**config.mk**
```make
export PLATFORM = sky130hd
export DESIGN_NAME = pairwise_continuity_scan_checker_top
export DESIGN_NICKNAME = d
export VERILOG_FILES = /design/src/rtl/pcsc_pkg.sv /design/src/rtl/pcsc_scan.sv /design/src/rtl/pcsc_stats.sv /design/src/rtl/pairwise_continuity_scan_checker_top.sv
export SDC_FILE = /design/constraint.sdc
export NUM_CORES = 2
export LEC_CHECK = 0
export ABC_AREA = 0
export BUFFER_PORTS_ARGS = -buffer_cell sky130_fd_sc_hd__buf_2
export CORE_ASPECT_RATIO = 1.1
export CORE_UTILIZATION = 45
export CTS_CLUSTER_SIZE = 24
export DETAILED_ROUTE_END_ITERATION = 8
export GPL_TIMING_DRIVEN = 0
export SLEW_MARGIN = 25
export SYNTH_ARGS = -nofsm -noshare
export SYNTH_HDL_FRONTEND = slang
export SYNTH_SLANG_ARGS = --single-unit
```
**constraint.sdc**
```tcl
create_clock -name clock -period 7.6 [get_ports clock]
set_input_delay 1.14 -clock clock [delete_from_list [all_inputs] [get_ports clock]]
set_output_delay 1.14 -clock clock [all_outputs]
set_load 0.01 [all_outputs]
```
**src/rtl/pcsc_pkg.sv**
```systemverilog
package pcsc_pkg;

   // Line and pair geometry
   localparam int LINES      = 7;
   localparam int PAIRS      = LINES * (LINES - 1) / 2;
   localparam int DRIVE_BITS = 3;
   localparam int SCAN_BITS  = 20;
   localparam int COUNTER_BITS_DEFAULT = 32;

   localparam logic [DRIVE_BITS-1:0] IDLE_LINE  = DRIVE_BITS'(LINES - 1);
   localparam logic [DRIVE_BITS-1:0] LAST_DRIVE = DRIVE_BITS'(LINES - 2);

   // Opcodes
   localparam logic [1:0] OP_TICK      = 2'd0;
   localparam logic [1:0] OP_START_REF = 2'd1;
   localparam logic [1:0] OP_START_TST = 2'd2;
   localparam logic [1:0] OP_READ      = 2'd3;

   // Run phases
   localparam logic [1:0] PHASE_IDLE      = 2'd0;
   localparam logic [1:0] PHASE_REFERENCE = 2'd1;
   localparam logic [1:0] PHASE_WARMUP    = 2'd2;
   localparam logic [1:0] PHASE_MEASURE   = 2'd3;

   // Statistic indexes
   localparam logic [5:0] STAT_REF_MAP         = 6'd0;
   localparam logic [5:0] STAT_DISAGREE        = 6'd1;
   localparam logic [5:0] STAT_FIRST_DIS_SCAN  = 6'd2;
   localparam logic [5:0] STAT_FIRST_DIS_MAP   = 6'd3;
   localparam logic [5:0] STAT_MEASURED        = 6'd4;
   localparam logic [5:0] STAT_INCORRECT       = 6'd5;
   localparam logic [5:0] STAT_FP_SCANS        = 6'd6;
   localparam logic [5:0] STAT_FN_SCANS        = 6'd7;
   localparam logic [5:0] STAT_FIRST_ERR_SCAN  = 6'd8;
   localparam logic [5:0] STAT_FIRST_ERR_MAP   = 6'd9;
   localparam logic [5:0] STAT_ELAPSED         = 6'd10;
   localparam logic [5:0] STAT_SCANS_IN_RUN    = 6'd11;
   localparam logic [5:0] STAT_FP_BASE         = 6'd12;
   localparam logic [5:0] STAT_FN_BASE         = 6'(12 + PAIRS);
   localparam logic [5:0] STAT_END             = 6'(12 + 2 * PAIRS);

   // Summary counter slots
   localparam int SUM_SCANS     = 0;
   localparam int SUM_INCORRECT = 1;
   localparam int SUM_FP        = 2;
   localparam int SUM_FN        = 3;
   localparam int SUM_ELAPSED   = 4;
   localparam int SUM_COUNT     = 5;

   // Register indexes
   localparam logic [2:0] REG_REF_SETTLE  = 3'd0;
   localparam logic [2:0] REG_TST_SETTLE  = 3'd1;
   localparam logic [2:0] REG_REF_SCANS   = 3'd2;
   localparam logic [2:0] REG_TST_SCANS   = 3'd3;
   localparam logic [2:0] REG_WARMUP      = 3'd4;

   localparam logic [15:0] REF_SETTLE_RESET = 16'd1000;
   localparam logic [15:0] TST_SETTLE_RESET = 16'd0;
   localparam logic [15:0] REF_SCANS_RESET  = 16'd1000;
   localparam logic [19:0] TST_SCANS_RESET  = 20'd10000;
   localparam logic [7:0]  WARMUP_RESET     = 8'd100;

   typedef struct packed {
      logic [15:0] reference_settle;
      logic [15:0] test_settle;
      logic [15:0] ref_scan_total;
      logic [19:0] test_scans;
      logic [7:0]  warmup_scans;
   } cfg_type;

   typedef struct packed {
      logic                 test_clear;
      logic                 elapsed;
      logic                 scan_measured;
      logic [PAIRS-1:0]     scan_map;
      logic [PAIRS-1:0]     reference_map;
      logic [SCAN_BITS-1:0] scan_number;
   } scan_event_type;

   typedef struct packed {
      logic [DRIVE_BITS-1:0] drive_line;
      logic                  scan_done;
      logic [PAIRS-1:0]      scan_map;
      logic [1:0]            run_state;
      logic                  reference_valid;
      logic                  start_refused;
   } status_type;

   // Driven line of pair k, pairs numbered drive by drive
   function automatic logic [DRIVE_BITS-1:0] pair_drive(input int k);
      int n;
      logic [DRIVE_BITS-1:0] r;
      n = 0;
      r = '0;
      for (int d = 0; d < LINES - 1; d++) begin
         for (int s = d + 1; s < LINES; s++) begin
            if (n == k) r = DRIVE_BITS'(d);
            n++;
         end
      end
      return r;
   endfunction

   // Sensed line of pair k
   function automatic logic [DRIVE_BITS-1:0] pair_sense(input int k);
      int n;
      logic [DRIVE_BITS-1:0] r;
      n = 0;
      r = '0;
      for (int d = 0; d < LINES - 1; d++) begin
         for (int s = d + 1; s < LINES; s++) begin
            if (n == k) r = DRIVE_BITS'(s);
            n++;
         end
      end
      return r;
   endfunction

endpackage

```
**src/rtl/pcsc_scan.sv**
```systemverilog
module pcsc_scan #(
   parameter int COUNTER_BITS = pcsc_pkg::COUNTER_BITS_DEFAULT
) (
   input  logic                              clock,
   input  logic                              reset,
   input  logic                              process,
   input  logic [1:0]                        opcode,
   input  logic [pcsc_pkg::LINES-1:0]        line_levels,
   input  logic [5:0]                        stat_index,
   input  pcsc_pkg::cfg_type                 cfg,
   output pcsc_pkg::status_type              status,
   output pcsc_pkg::scan_event_type          scan_event,
   output logic [31:0]                       read_value
);

   localparam int PAIRS = pcsc_pkg::PAIRS;
   localparam int SB    = pcsc_pkg::SCAN_BITS;

   logic [1:0]                          phase_ff, phase_in;
   logic [pcsc_pkg::DRIVE_BITS-1:0]     drive_ff, drive_in;
   logic [15:0]                         settle_ff, settle_in;
   logic [PAIRS-1:0]                    partial_ff, partial_in;
   logic [SB-1:0]                       scans_ff, scans_in;
   logic [PAIRS-1:0]                    ref_map_ff, ref_map_in;
   logic                                ref_ok_ff, ref_ok_in;
   logic [COUNTER_BITS-1:0]             disagree_ff, disagree_in;
   logic [COUNTER_BITS-1:0]             first_dis_scan_ff, first_dis_scan_in;
   logic [PAIRS-1:0]                    first_dis_map_ff, first_dis_map_in;

   logic [PAIRS-1:0]                    sample_map;
   logic [15:0]                         reload_value;
   logic [SB-1:0]                       scans_inc;
   logic [SB:0]                         scans_plus_wide;
   logic [15:0]                         ref_target;
   logic [SB-1:0]                       test_target;
   logic                                done;
   logic [PAIRS-1:0]                    done_map;
   logic                                refused;

   function automatic logic [COUNTER_BITS-1:0] sat_inc(input logic [COUNTER_BITS-1:0] c);
      return (&c) ? c : c + 1'b1;
   endfunction

   // Merge the levels of every line above the driven one into the pair map
   always_comb begin
      for (int k = 0; k < PAIRS; k++) begin
         sample_map[k] = partial_ff[k] |
                         ((drive_ff == pcsc_pkg::pair_drive(k)) &&
                          !line_levels[pcsc_pkg::pair_sense(k)]);
      end
   end

   assign reload_value    = (phase_ff == pcsc_pkg::PHASE_REFERENCE) ? cfg.reference_settle
                                                                    : cfg.test_settle;
   assign scans_inc       = scans_ff + 1'b1;
   assign scans_plus_wide = {1'b0, scans_ff} + 1'b1;
   assign ref_target      = (cfg.ref_scan_total == '0) ? 16'd1 : cfg.ref_scan_total;
   assign test_target     = (cfg.test_scans == '0) ? SB'(1) : cfg.test_scans;

   always_comb begin
      phase_in          = phase_ff;
      drive_in          = drive_ff;
      settle_in         = settle_ff;
      partial_in        = partial_ff;
      scans_in          = scans_ff;
      ref_map_in        = ref_map_ff;
      ref_ok_in         = ref_ok_ff;
      disagree_in       = disagree_ff;
      first_dis_scan_in = first_dis_scan_ff;
      first_dis_map_in  = first_dis_map_ff;
      done              = 1'b0;
      done_map          = '0;
      refused           = 1'b0;
      scan_event.test_clear    = 1'b0;
      scan_event.elapsed       = 1'b0;
      scan_event.scan_measured = 1'b0;
      scan_event.scan_map      = sample_map;
      scan_event.reference_map = ref_map_ff;
      scan_event.scan_number   = scans_inc;

      if (process) begin
         unique case (opcode)
            pcsc_pkg::OP_TICK: begin
               if (phase_ff != pcsc_pkg::PHASE_IDLE) begin
                  scan_event.elapsed = (phase_ff == pcsc_pkg::PHASE_MEASURE);
                  if (settle_ff != '0) begin
                     settle_in = settle_ff - 1'b1;
                  end else begin
                     settle_in = reload_value;
                     if (drive_ff == pcsc_pkg::LAST_DRIVE) begin
                        done       = 1'b1;
                        done_map   = sample_map;
                        partial_in = '0;
                        drive_in   = '0;
                        scans_in   = scans_inc;
                        unique case (phase_ff)
                           pcsc_pkg::PHASE_REFERENCE: begin
                              if (scans_ff == '0) begin
                                 ref_map_in = sample_map;
                              end else if (sample_map != ref_map_ff) begin
                                 disagree_in = sat_inc(disagree_ff);
                                 if (first_dis_scan_ff == '0) begin
                                    first_dis_scan_in = COUNTER_BITS'(scans_plus_wide);
                                    first_dis_map_in  = sample_map;
                                 end
                              end
                              if (scans_inc >= SB'(ref_target)) begin
                                 ref_ok_in = (disagree_in == '0);
                                 phase_in  = pcsc_pkg::PHASE_IDLE;
                              end
                           end
                           pcsc_pkg::PHASE_WARMUP: begin
                              if (scans_inc >= SB'(cfg.warmup_scans)) begin
                                 phase_in = pcsc_pkg::PHASE_MEASURE;
                                 scans_in = '0;
                              end
                           end
                           pcsc_pkg::PHASE_MEASURE: begin
                              scan_event.scan_measured = 1'b1;
                              if (scans_inc >= test_target) phase_in = pcsc_pkg::PHASE_IDLE;
                           end
                           default: ;
                        endcase
                     end else begin
                        partial_in = sample_map;
                        drive_in   = drive_ff + 1'b1;
                     end
                  end
               end
            end
            pcsc_pkg::OP_START_REF: begin
               if (phase_ff != pcsc_pkg::PHASE_IDLE) begin
                  refused = 1'b1;
               end else begin
                  ref_ok_in         = 1'b0;
                  disagree_in       = '0;
                  first_dis_scan_in = '0;
                  first_dis_map_in  = '0;
                  phase_in          = pcsc_pkg::PHASE_REFERENCE;
                  drive_in          = '0;
                  partial_in        = '0;
                  scans_in          = '0;
                  settle_in         = cfg.reference_settle;
               end
            end
            pcsc_pkg::OP_START_TST: begin
               if (phase_ff != pcsc_pkg::PHASE_IDLE || !ref_ok_ff) begin
                  refused = 1'b1;
               end else begin
                  scan_event.test_clear = 1'b1;
                  phase_in   = (cfg.warmup_scans != '0) ? pcsc_pkg::PHASE_WARMUP
                                                        : pcsc_pkg::PHASE_MEASURE;
                  drive_in   = '0;
                  partial_in = '0;
                  scans_in   = '0;
                  settle_in  = cfg.test_settle;
               end
            end
            pcsc_pkg::OP_READ: ;
            default: ;
         endcase
      end
   end

   always_comb begin
      status.drive_line      = (phase_in == pcsc_pkg::PHASE_IDLE) ? pcsc_pkg::IDLE_LINE
                                                                  : drive_in;
      status.scan_done       = done;
      status.scan_map        = done_map;
      status.run_state       = phase_in;
      status.reference_valid = ref_ok_in;
      status.start_refused   = refused;
   end

   always_comb begin
      unique case (stat_index)
         pcsc_pkg::STAT_REF_MAP:        read_value = 32'(ref_map_ff);
         pcsc_pkg::STAT_DISAGREE:       read_value = 32'(disagree_ff);
         pcsc_pkg::STAT_FIRST_DIS_SCAN: read_value = 32'(first_dis_scan_ff);
         pcsc_pkg::STAT_FIRST_DIS_MAP:  read_value = 32'(first_dis_map_ff);
         pcsc_pkg::STAT_SCANS_IN_RUN:   read_value = 32'(scans_ff);
         default:                       read_value = '0;
      endcase
   end

   always_ff @(posedge clock) begin
      if (reset) begin
         phase_ff          <= pcsc_pkg::PHASE_IDLE;
         drive_ff          <= '0;
         settle_ff         <= '0;
         partial_ff        <= '0;
         scans_ff          <= '0;
         ref_map_ff        <= '0;
         ref_ok_ff         <= 1'b0;
         disagree_ff       <= '0;
         first_dis_scan_ff <= '0;
         first_dis_map_ff  <= '0;
      end else begin
         phase_ff          <= phase_in;
         drive_ff          <= drive_in;
         settle_ff         <= settle_in;
         partial_ff        <= partial_in;
         scans_ff          <= scans_in;
         ref_map_ff        <= ref_map_in;
         ref_ok_ff         <= ref_ok_in;
         disagree_ff       <= disagree_in;
         first_dis_scan_ff <= first_dis_scan_in;
         first_dis_map_ff  <= first_dis_map_in;
      end
   end

endmodule

```
**src/rtl/pcsc_stats.sv**
```systemverilog
module pcsc_stats #(
   parameter int COUNTER_BITS = pcsc_pkg::COUNTER_BITS_DEFAULT
) (
   input  logic                     clock,
   input  logic                     reset,
   input  pcsc_pkg::scan_event_type scan_event,
   input  logic [5:0]               stat_index,
   output logic [31:0]              read_value
);

   localparam int PAIRS = pcsc_pkg::PAIRS;
   localparam int SB    = pcsc_pkg::SCAN_BITS;
   localparam int NSUM  = pcsc_pkg::SUM_COUNT;

   logic [COUNTER_BITS-1:0] summary_ff [NSUM];
   logic [COUNTER_BITS-1:0] summary_in [NSUM];
   logic [COUNTER_BITS-1:0] fp_ff [PAIRS];
   logic [COUNTER_BITS-1:0] fp_in [PAIRS];
   logic [COUNTER_BITS-1:0] fn_ff [PAIRS];
   logic [COUNTER_BITS-1:0] fn_in [PAIRS];
   logic [SB-1:0]           first_err_scan_ff, first_err_scan_in;
   logic [PAIRS-1:0]        first_err_map_ff, first_err_map_in;

   logic [PAIRS-1:0]        fp_bits;
   logic [PAIRS-1:0]        fn_bits;
   logic                    mismatch;
   logic [4:0]              fp_sel;
   logic [4:0]              fn_sel;

   function automatic logic [COUNTER_BITS-1:0] sat_inc(input logic [COUNTER_BITS-1:0] c);
      return (&c) ? c : c + 1'b1;
   endfunction

   assign fp_bits  = scan_event.scan_map & ~scan_event.reference_map;
   assign fn_bits  = scan_event.reference_map & ~scan_event.scan_map;
   assign mismatch = (scan_event.scan_map != scan_event.reference_map);

   always_comb begin
      summary_in        = summary_ff;
      fp_in             = fp_ff;
      fn_in             = fn_ff;
      first_err_scan_in = first_err_scan_ff;
      first_err_map_in  = first_err_map_ff;
      if (scan_event.test_clear) begin
         for (int i = 0; i < NSUM; i++) summary_in[i] = '0;
         for (int k = 0; k < PAIRS; k++) begin
            fp_in[k] = '0;
            fn_in[k] = '0;
         end
         first_err_scan_in = '0;
         first_err_map_in  = '0;
      end else begin
         if (scan_event.elapsed) begin
            summary_in[pcsc_pkg::SUM_ELAPSED] = sat_inc(summary_ff[pcsc_pkg::SUM_ELAPSED]);
         end
         if (scan_event.scan_measured) begin
            summary_in[pcsc_pkg::SUM_SCANS] = sat_inc(summary_ff[pcsc_pkg::SUM_SCANS]);
            if (mismatch) begin
               summary_in[pcsc_pkg::SUM_INCORRECT] =
                  sat_inc(summary_ff[pcsc_pkg::SUM_INCORRECT]);
               if (first_err_scan_ff == '0) begin
                  first_err_scan_in = scan_event.scan_number;
                  first_err_map_in  = scan_event.scan_map;
               end
               if (fp_bits != '0) begin
                  summary_in[pcsc_pkg::SUM_FP] = sat_inc(summary_ff[pcsc_pkg::SUM_FP]);
               end
               if (fn_bits != '0) begin
                  summary_in[pcsc_pkg::SUM_FN] = sat_inc(summary_ff[pcsc_pkg::SUM_FN]);
               end
               for (int k = 0; k < PAIRS; k++) begin
                  if (fp_bits[k]) fp_in[k] = sat_inc(fp_ff[k]);
                  if (fn_bits[k]) fn_in[k] = sat_inc(fn_ff[k]);
               end
            end
         end
      end
   end

   assign fp_sel = 5'(stat_index - pcsc_pkg::STAT_FP_BASE);
   assign fn_sel = 5'(stat_index - pcsc_pkg::STAT_FN_BASE);

   always_comb begin
      read_value = '0;
      unique case (stat_index)
         pcsc_pkg::STAT_MEASURED:
            read_value = 32'(summary_ff[pcsc_pkg::SUM_SCANS]);
         pcsc_pkg::STAT_INCORRECT:
            read_value = 32'(summary_ff[pcsc_pkg::SUM_INCORRECT]);
         pcsc_pkg::STAT_FP_SCANS:
            read_value = 32'(summary_ff[pcsc_pkg::SUM_FP]);
         pcsc_pkg::STAT_FN_SCANS:
            read_value = 32'(summary_ff[pcsc_pkg::SUM_FN]);
         pcsc_pkg::STAT_FIRST_ERR_SCAN:
            read_value = 32'(first_err_scan_ff);
         pcsc_pkg::STAT_FIRST_ERR_MAP:
            read_value = 32'(first_err_map_ff);
         pcsc_pkg::STAT_ELAPSED:
            read_value = 32'(summary_ff[pcsc_pkg::SUM_ELAPSED]);
         default: begin
            if (stat_index >= pcsc_pkg::STAT_FP_BASE && stat_index < pcsc_pkg::STAT_FN_BASE) begin
               read_value = 32'(fp_ff[fp_sel]);
            end else if (stat_index >= pcsc_pkg::STAT_FN_BASE &&
                         stat_index < pcsc_pkg::STAT_END) begin
               read_value = 32'(fn_ff[fn_sel]);
            end
         end
      endcase
   end

   always_ff @(posedge clock) begin
      if (reset) begin
         for (int i = 0; i < NSUM; i++) summary_ff[i] <= '0;
         for (int k = 0; k < PAIRS; k++) begin
            fp_ff[k] <= '0;
            fn_ff[k] <= '0;
         end
         first_err_scan_ff <= '0;
         first_err_map_ff  <= '0;
      end else begin
         summary_ff        <= summary_in;
         fp_ff             <= fp_in;
         fn_ff             <= fn_in;
         first_err_scan_ff <= first_err_scan_in;
         first_err_map_ff  <= first_err_map_in;
      end
   end

endmodule

```
**src/rtl/pairwise_continuity_scan_checker_top.sv**
```systemverilog
// Pipeline: an accepted transaction waits in the input register, its result in the
// output register. Throughput: one transaction per cycle unless rsp_tready stalls.
// The scan, compare and counter updates all complete in the single step from input
// register to output register.
// Reset (synchronous, active high) returns to idle, clears the reference, every
// statistic and both handshake stages, and loads the register defaults.
module pairwise_continuity_scan_checker_top #(
   parameter int COUNTER_BITS = pcsc_pkg::COUNTER_BITS_DEFAULT
) (
   input  logic        clock,
   input  logic        reset,
   input  logic        req_tvalid,
   output logic        req_tready,
   input  logic [15:0] req_tdata,   // line_levels[6:0], stat_index[12:7], zero above
   input  logic [1:0]  req_tuser,   // opcode[1:0]
   output logic        rsp_tvalid,
   input  logic        rsp_tready,
   output logic [63:0] rsp_tdata,   // drive_line[2:0], scan_done[3], scan_map[24:4],
                                    // run_state[26:25], reference_valid[27],
                                    // start_refused[28], read_value[60:29], zero above
   input  logic        csr_psel,
   input  logic        csr_penable,
   input  logic        csr_pwrite,
   input  logic [4:0]  csr_paddr,
   input  logic [31:0] csr_pwdata,
   output logic [31:0] csr_prdata,
   output logic        csr_pready
);

   localparam int LINES = pcsc_pkg::LINES;

   pcsc_pkg::cfg_type        cfg_ff, cfg_in;

   logic                     in_valid_ff, in_valid_in;
   logic [1:0]               in_opcode_ff;
   logic [LINES-1:0]         in_levels_ff;
   logic [5:0]               in_index_ff;

   logic                     out_valid_ff, out_valid_in;
   pcsc_pkg::status_type     out_status_ff;
   logic [31:0]              out_read_ff;

   logic                     req_accept;
   logic                     advance;
   pcsc_pkg::status_type     status;
   pcsc_pkg::scan_event_type scan_event;
   logic [31:0]              scan_read;
   logic [31:0]              stats_read;
   logic [31:0]              read_value;
   logic                     cfg_write;

   // Configuration port
   assign csr_pready = 1'b1;
   assign cfg_write  = csr_psel & csr_penable & csr_pwrite;

   always_comb begin
      cfg_in = cfg_ff;
      if (cfg_write) begin
         unique case (csr_paddr[4:2])
            pcsc_pkg::REG_REF_SETTLE: cfg_in.reference_settle = csr_pwdata[15:0];
            pcsc_pkg::REG_TST_SETTLE: cfg_in.test_settle      = csr_pwdata[15:0];
            pcsc_pkg::REG_REF_SCANS:  cfg_in.ref_scan_total   = csr_pwdata[15:0];
            pcsc_pkg::REG_TST_SCANS:  cfg_in.test_scans       = csr_pwdata[19:0];
            pcsc_pkg::REG_WARMUP:     cfg_in.warmup_scans     = csr_pwdata[7:0];
            default: ;
         endcase
      end
   end

   always_comb begin
      unique case (csr_paddr[4:2])
         pcsc_pkg::REG_REF_SETTLE: csr_prdata = 32'(cfg_ff.reference_settle);
         pcsc_pkg::REG_TST_SETTLE: csr_prdata = 32'(cfg_ff.test_settle);
         pcsc_pkg::REG_REF_SCANS:  csr_prdata = 32'(cfg_ff.ref_scan_total);
         pcsc_pkg::REG_TST_SCANS:  csr_prdata = 32'(cfg_ff.test_scans);
         pcsc_pkg::REG_WARMUP:     csr_prdata = 32'(cfg_ff.warmup_scans);
         default:                  csr_prdata = '0;
      endcase
   end

   // Handshake stages: advance whenever the output register is free or being drained
   assign advance    = in_valid_ff && (!out_valid_ff || rsp_tready);
   assign req_tready = !in_valid_ff || !out_valid_ff || rsp_tready;
   assign req_accept = req_tvalid && req_tready;

   always_comb begin
      in_valid_in = in_valid_ff;
      if (req_accept)   in_valid_in = 1'b1;
      else if (advance) in_valid_in = 1'b0;
      out_valid_in = out_valid_ff;
      if (advance)         out_valid_in = 1'b1;
      else if (rsp_tready) out_valid_in = 1'b0;
   end

   pcsc_scan #(
      .COUNTER_BITS(COUNTER_BITS)
   ) u_scan (
      .clock      (clock),
      .reset      (reset),
      .process    (advance),
      .opcode     (in_opcode_ff),
      .line_levels(in_levels_ff),
      .stat_index (in_index_ff),
      .cfg        (cfg_ff),
      .status     (status),
      .scan_event (scan_event),
      .read_value (scan_read)
   );

   pcsc_stats #(
      .COUNTER_BITS(COUNTER_BITS)
   ) u_stats (
      .clock     (clock),
      .reset     (reset),
      .scan_event(scan_event),
      .stat_index(in_index_ff),
      .read_value(stats_read)
   );

   assign read_value = (in_opcode_ff == pcsc_pkg::OP_READ) ? (scan_read | stats_read) : '0;

   always_ff @(posedge clock) begin
      if (reset) begin
         cfg_ff.reference_settle <= pcsc_pkg::REF_SETTLE_RESET;
         cfg_ff.test_settle      <= pcsc_pkg::TST_SETTLE_RESET;
         cfg_ff.ref_scan_total   <= pcsc_pkg::REF_SCANS_RESET;
         cfg_ff.test_scans       <= pcsc_pkg::TST_SCANS_RESET;
         cfg_ff.warmup_scans     <= pcsc_pkg::WARMUP_RESET;
         in_valid_ff             <= 1'b0;
         out_valid_ff            <= 1'b0;
      end else begin
         cfg_ff       <= cfg_in;
         in_valid_ff  <= in_valid_in;
         out_valid_ff <= out_valid_in;
      end
   end

   // Payload registers: hold the transaction and its result
   always_ff @(posedge clock) begin
      if (req_accept) begin
         in_opcode_ff <= req_tuser;
         in_levels_ff <= req_tdata[LINES-1:0];
         in_index_ff  <= req_tdata[LINES+5:LINES];
      end
      if (advance) begin
         out_status_ff <= status;
         out_read_ff   <= read_value;
      end
   end

   assign rsp_tvalid = out_valid_ff;
   assign rsp_tdata  = {3'b000,
                        out_read_ff,
                        out_status_ff.start_refused,
                        out_status_ff.reference_valid,
                        out_status_ff.run_state,
                        out_status_ff.scan_map,
                        out_status_ff.scan_done,
                        out_status_ff.drive_line};

endmodule

```
==> results by group <==
Outcome
  – Status: complete, but fails checks
  – Failing checks: DRC, setup timing

Clock tree
  – Num CTS Buffers: 205
  – Clock root buffer master: clkbuf_16
  – # clock sinks: 1856
  – # Post-CTS Setup Buffers: 0
  – CTS clk-pin slew, worst paths: 60 ps
  – Clock tree buffer depth: 3
  – Clk_lat worst skew: 900 ps
  – Hold_buf cts: 0
  – CTS HTree Levels: 4
  – CTS tree: done

Timing
  – Period utilization: 101.7%
  – Final Hold Viols: 0
  – Slew @ Worst Pin: 1196 ps
  – Rel. slew slack: 19.26%
  – Setup violations, final: 4
  – Final worst slack: -125.9 ps
  – Slew Limit Fails: 0
  – Fmax: 0.1294 GHz
  – Layout Skew: 31.38 ps
  – Crit path time final: 7726 ps
  – Worst hold-check slack: 426.1 ps

Power and ir drop
  – Design Power: 21610 uW
  – P per Cell Area: 196.9 nW/um2
  – Worst ir drop on vdd: 0.2861 mV
  – LEAKAGE: 0.03703 uW

Synth
  – Mapped cell area: 97530 um2
  – Post-synth ARST share: 0%
  – Top cells by area, synth: dfxtp_1, mux4_2, xor2_1
  – Post-synth top area share: 36.56%
  – Yosys Warn Count: 0
  – EDFF count, synth: 75
  – Synth cell types: 98
  – Synth area leader: dfxtp_1
  – Yosys reg bits: 1856
  – Mapped Cells: 11210
  – Syn_area_per_cell: 8.700 um2
  – Sequential-to-total area share from yosys stat: 38.87%
  – Predominant post-synthesis flop cell: dfxtp_1

Layout
  – Post-layout util: 51.12%
  – Area growth syn-to-layout: 12.52%
  – Final layout net count: 11790
  – Share of post-route cells with drive strength above 1: 9.164%
  – Number of fill cells: 20240
  – Final non-filler cell total: 14640

Worst setup path
  – RR Endpoint: out_read_ff[16]
  – RR Startpoint: in_index_ff[1]
  – Critical path type: reg2reg
  – Worst setup SP type: register
  – CP arrival: 8300 ps
  – Crit. End Element: register
  – Worst path required time: 8170 ps
  – Reg2reg setup slack: -130 ps
  – Crit-path max FO: 10
  – R2R cell count: 16

Routing
  – Total detailed-routing wirelength: 388900 um
  – Residual DRC: 4
  – Via density: 6.154
  – Drt initial violations: 11310
  – Wirelength per Cell: 26.56 um
  – Routed vias: 90110
  – First drt pass iteration count: 9
  – Final antenna-violating net count: 0

Global route
  – First-pass GRT wire length: 558700 um
  – Initial antenna violation count: 31
  – Vias in the first global route: 82480
  – GRT Overall Usage: 34.46%
  – Largest net degree at the start of global routing: 45
  – Total congestion overflow: 0

Floorplan
  – Height of the die: 490.3 um
  – Die W: 445.9 um
  – Row Count: 178
  – Core footprint: 214700 um2
  – DIE AREA: 218600 um2
  – IO Pins: 161
  – Starting Density: 45.43%

Placed design
  – GPL Wtd Cong: 1.070
  – Placed Cells: 14250
  – Dpl hpwl: 303500 um
  – Place WS: -1464 ps
  – Port Buffers: 124

Flow run
  – # Max-Cap Violations: 0

Hold path
  – Hold Path Class: in2reg
  – Min-delay src: req_tuser[1]
  – Hold Path Stages: 1
  – Hold EP: in_opcode_ff[1]
-- Yosys cell counts (155+ instances only) --
cell type / number
mux4_2: 359
xor2_1: 765
nand4_1: 349
nor2_1: 1729
inv_1: 323
ha_1: 155
and4_1: 172
clkbuf_1: 483
xnor2_1: 492
o21ai_0: 315
a21oi_1: 557
dfxtp_1: 1781
nor3_1: 208
nand2_1: 1040
or3_1: 280
and3_1: 273
nand3_1: 582
-- stage by stage --
step                cell area (um2)  setup TNS, ps
finish                       109700         -277.4
global route                 109700         -6.185
CTS                          109600              0
detailed placement           102400         -35340
global placement             101800        -129340
floorplan                     97580              0
-- how the worst max path moves through the flow --
stage	startpoint	to	slack, ps
2_1_floorplan	in_index_ff[0]	out_read_ff[18]	2530
3_3_place_gp	in_index_ff[0]	out_read_ff[16]	-3470
3_5_place_dp	in_index_ff[0]	out_read_ff[16]	-1460
4_1_cts	in_index_ff[0]	out_read_ff[7]	40
5_1_grt	in_index_ff[0]	out_read_ff[29]	-6
6_report	in_index_ff[1]	out_read_ff[16]	-130
-- sequential cells by signal, summed over array words and instances, names as in the netlist, 21 cells and up --
name and flops:
u_stats.fn_ff 672, u_stats.fp_ff 672, u_stats.summary_ff 160, cfg_ff 76
out_read_ff 32, u_scan.disagree_ff 32, rsp_tdata 29, u_scan.first_dis_map_ff 21
u_scan.first_dis_scan_ff 21, u_scan.partial_ff 21, u_scan.ref_map_ff 21, u_stats.first_err_map_ff 21
-- power breakdown --
group | switching, uW | internal (uW) | total [uW] | leakage [uW]
combinational | 828 | 279 | 1110 | 0.0185
sequential | 23.6 | 9820 | 9840 | 0.0151
clock | 4440 | 6220 | 10700 | 0.00349
total | 5290 | 16300 | 21600 | 0.0370
-- worst max-delay path, cell delays in order (launching register included) --
cell and delay, ps:
edfxtp_1 610, clkbuf_2 410, clkbuf_1 570, clkbuf_2 620, buf_1 640, inv_1 340
ha_1 380, clkbuf_2 520, clkbuf_2 410, clkbuf_4 470, clkbuf_2 350, mux4_2 430
a22oi_1 220, o22ai_1 160, a221oi_2 610, a31oi_1 190, o21a_1 400
-- layout by cell type (no fill, tap or decap), types with 36 or more instances in the layout --
| master | count |
|---|---|
| mux4_2 | 359 |
| a31oi_1 | 36 |
| clkbuf_1 | 486 |
| and4_1 | 172 |
| nand4_1 | 349 |
| a211oi_1 | 73 |
| nor4_1 | 107 |
| buf_2 | 153 |
| o21ai_0 | 315 |
| inv_1 | 322 |
| edfxtp_1 | 75 |
| nand3_1 | 582 |
| or3_1 | 280 |
| buf_1 | 46 |
| a22oi_1 | 108 |
| and3_1 | 273 |
| clkbuf_16 | 211 |
| nor3_1 | 202 |
| clkinv_2 | 44 |
| o22ai_1 | 76 |
| a221oi_1 | 57 |
| ha_1 | 155 |
| nor2b_1 | 38 |
| dfxtp_1 | 1781 |
| nor2_1 | 1728 |
| nand2_1 | 1040 |
| xor2_1 | 761 |
| a222oi_1 | 51 |
| xnor2_1 | 487 |
| a21oi_1 | 540 |
| mux2i_1 | 85 |
| and2_1 | 137 |
| clkbuf_2 | 46 |
-- cell families after synthesis --
family                     after synthesis  synth area share, %
and+or+nand+nor                       5091                25.28
DFF                                   1856                38.87
AOI/OAI and AO/OA                     1493                9.743
xor gates and xnor gates              1257                11.29
buffers and inverters                  907                3.591
muxes                                  450                9.232
adders and majority gates              155                1.988
other                                    2             0.007700
-- routing by layer --
metal  track usage (%)  up-vias  wire [um]
li1                  -    40540          -
met1             45.25    44130     155000
met2             52.58     4528     170200
met3             6.246      898      37170
met4             20.81        6      26470
met5                 0        -         31
-- timing repair --
item / in CTS / in global routing
setup endpoints to repair: 32 / 12
resized for setup: 30 / 5
hold endpoints to repair: 0 / 0
-- cell type report --
class,count,area (um2),area share [%]
sequential,1856,37910,34.54
timing repair buffer,142,950.9,0.8665
antenna,10,25.02,0.02280
inverter,324,1219,1.110
clock inverter,102,1279,1.165
buffer,583,2364,2.154
tap,2880,3603,3.283
clock buffer,284,5834,5.316
multi-input combinational,8462,56560,51.54
No activity file was read; power rests on OpenSTA's default activity.
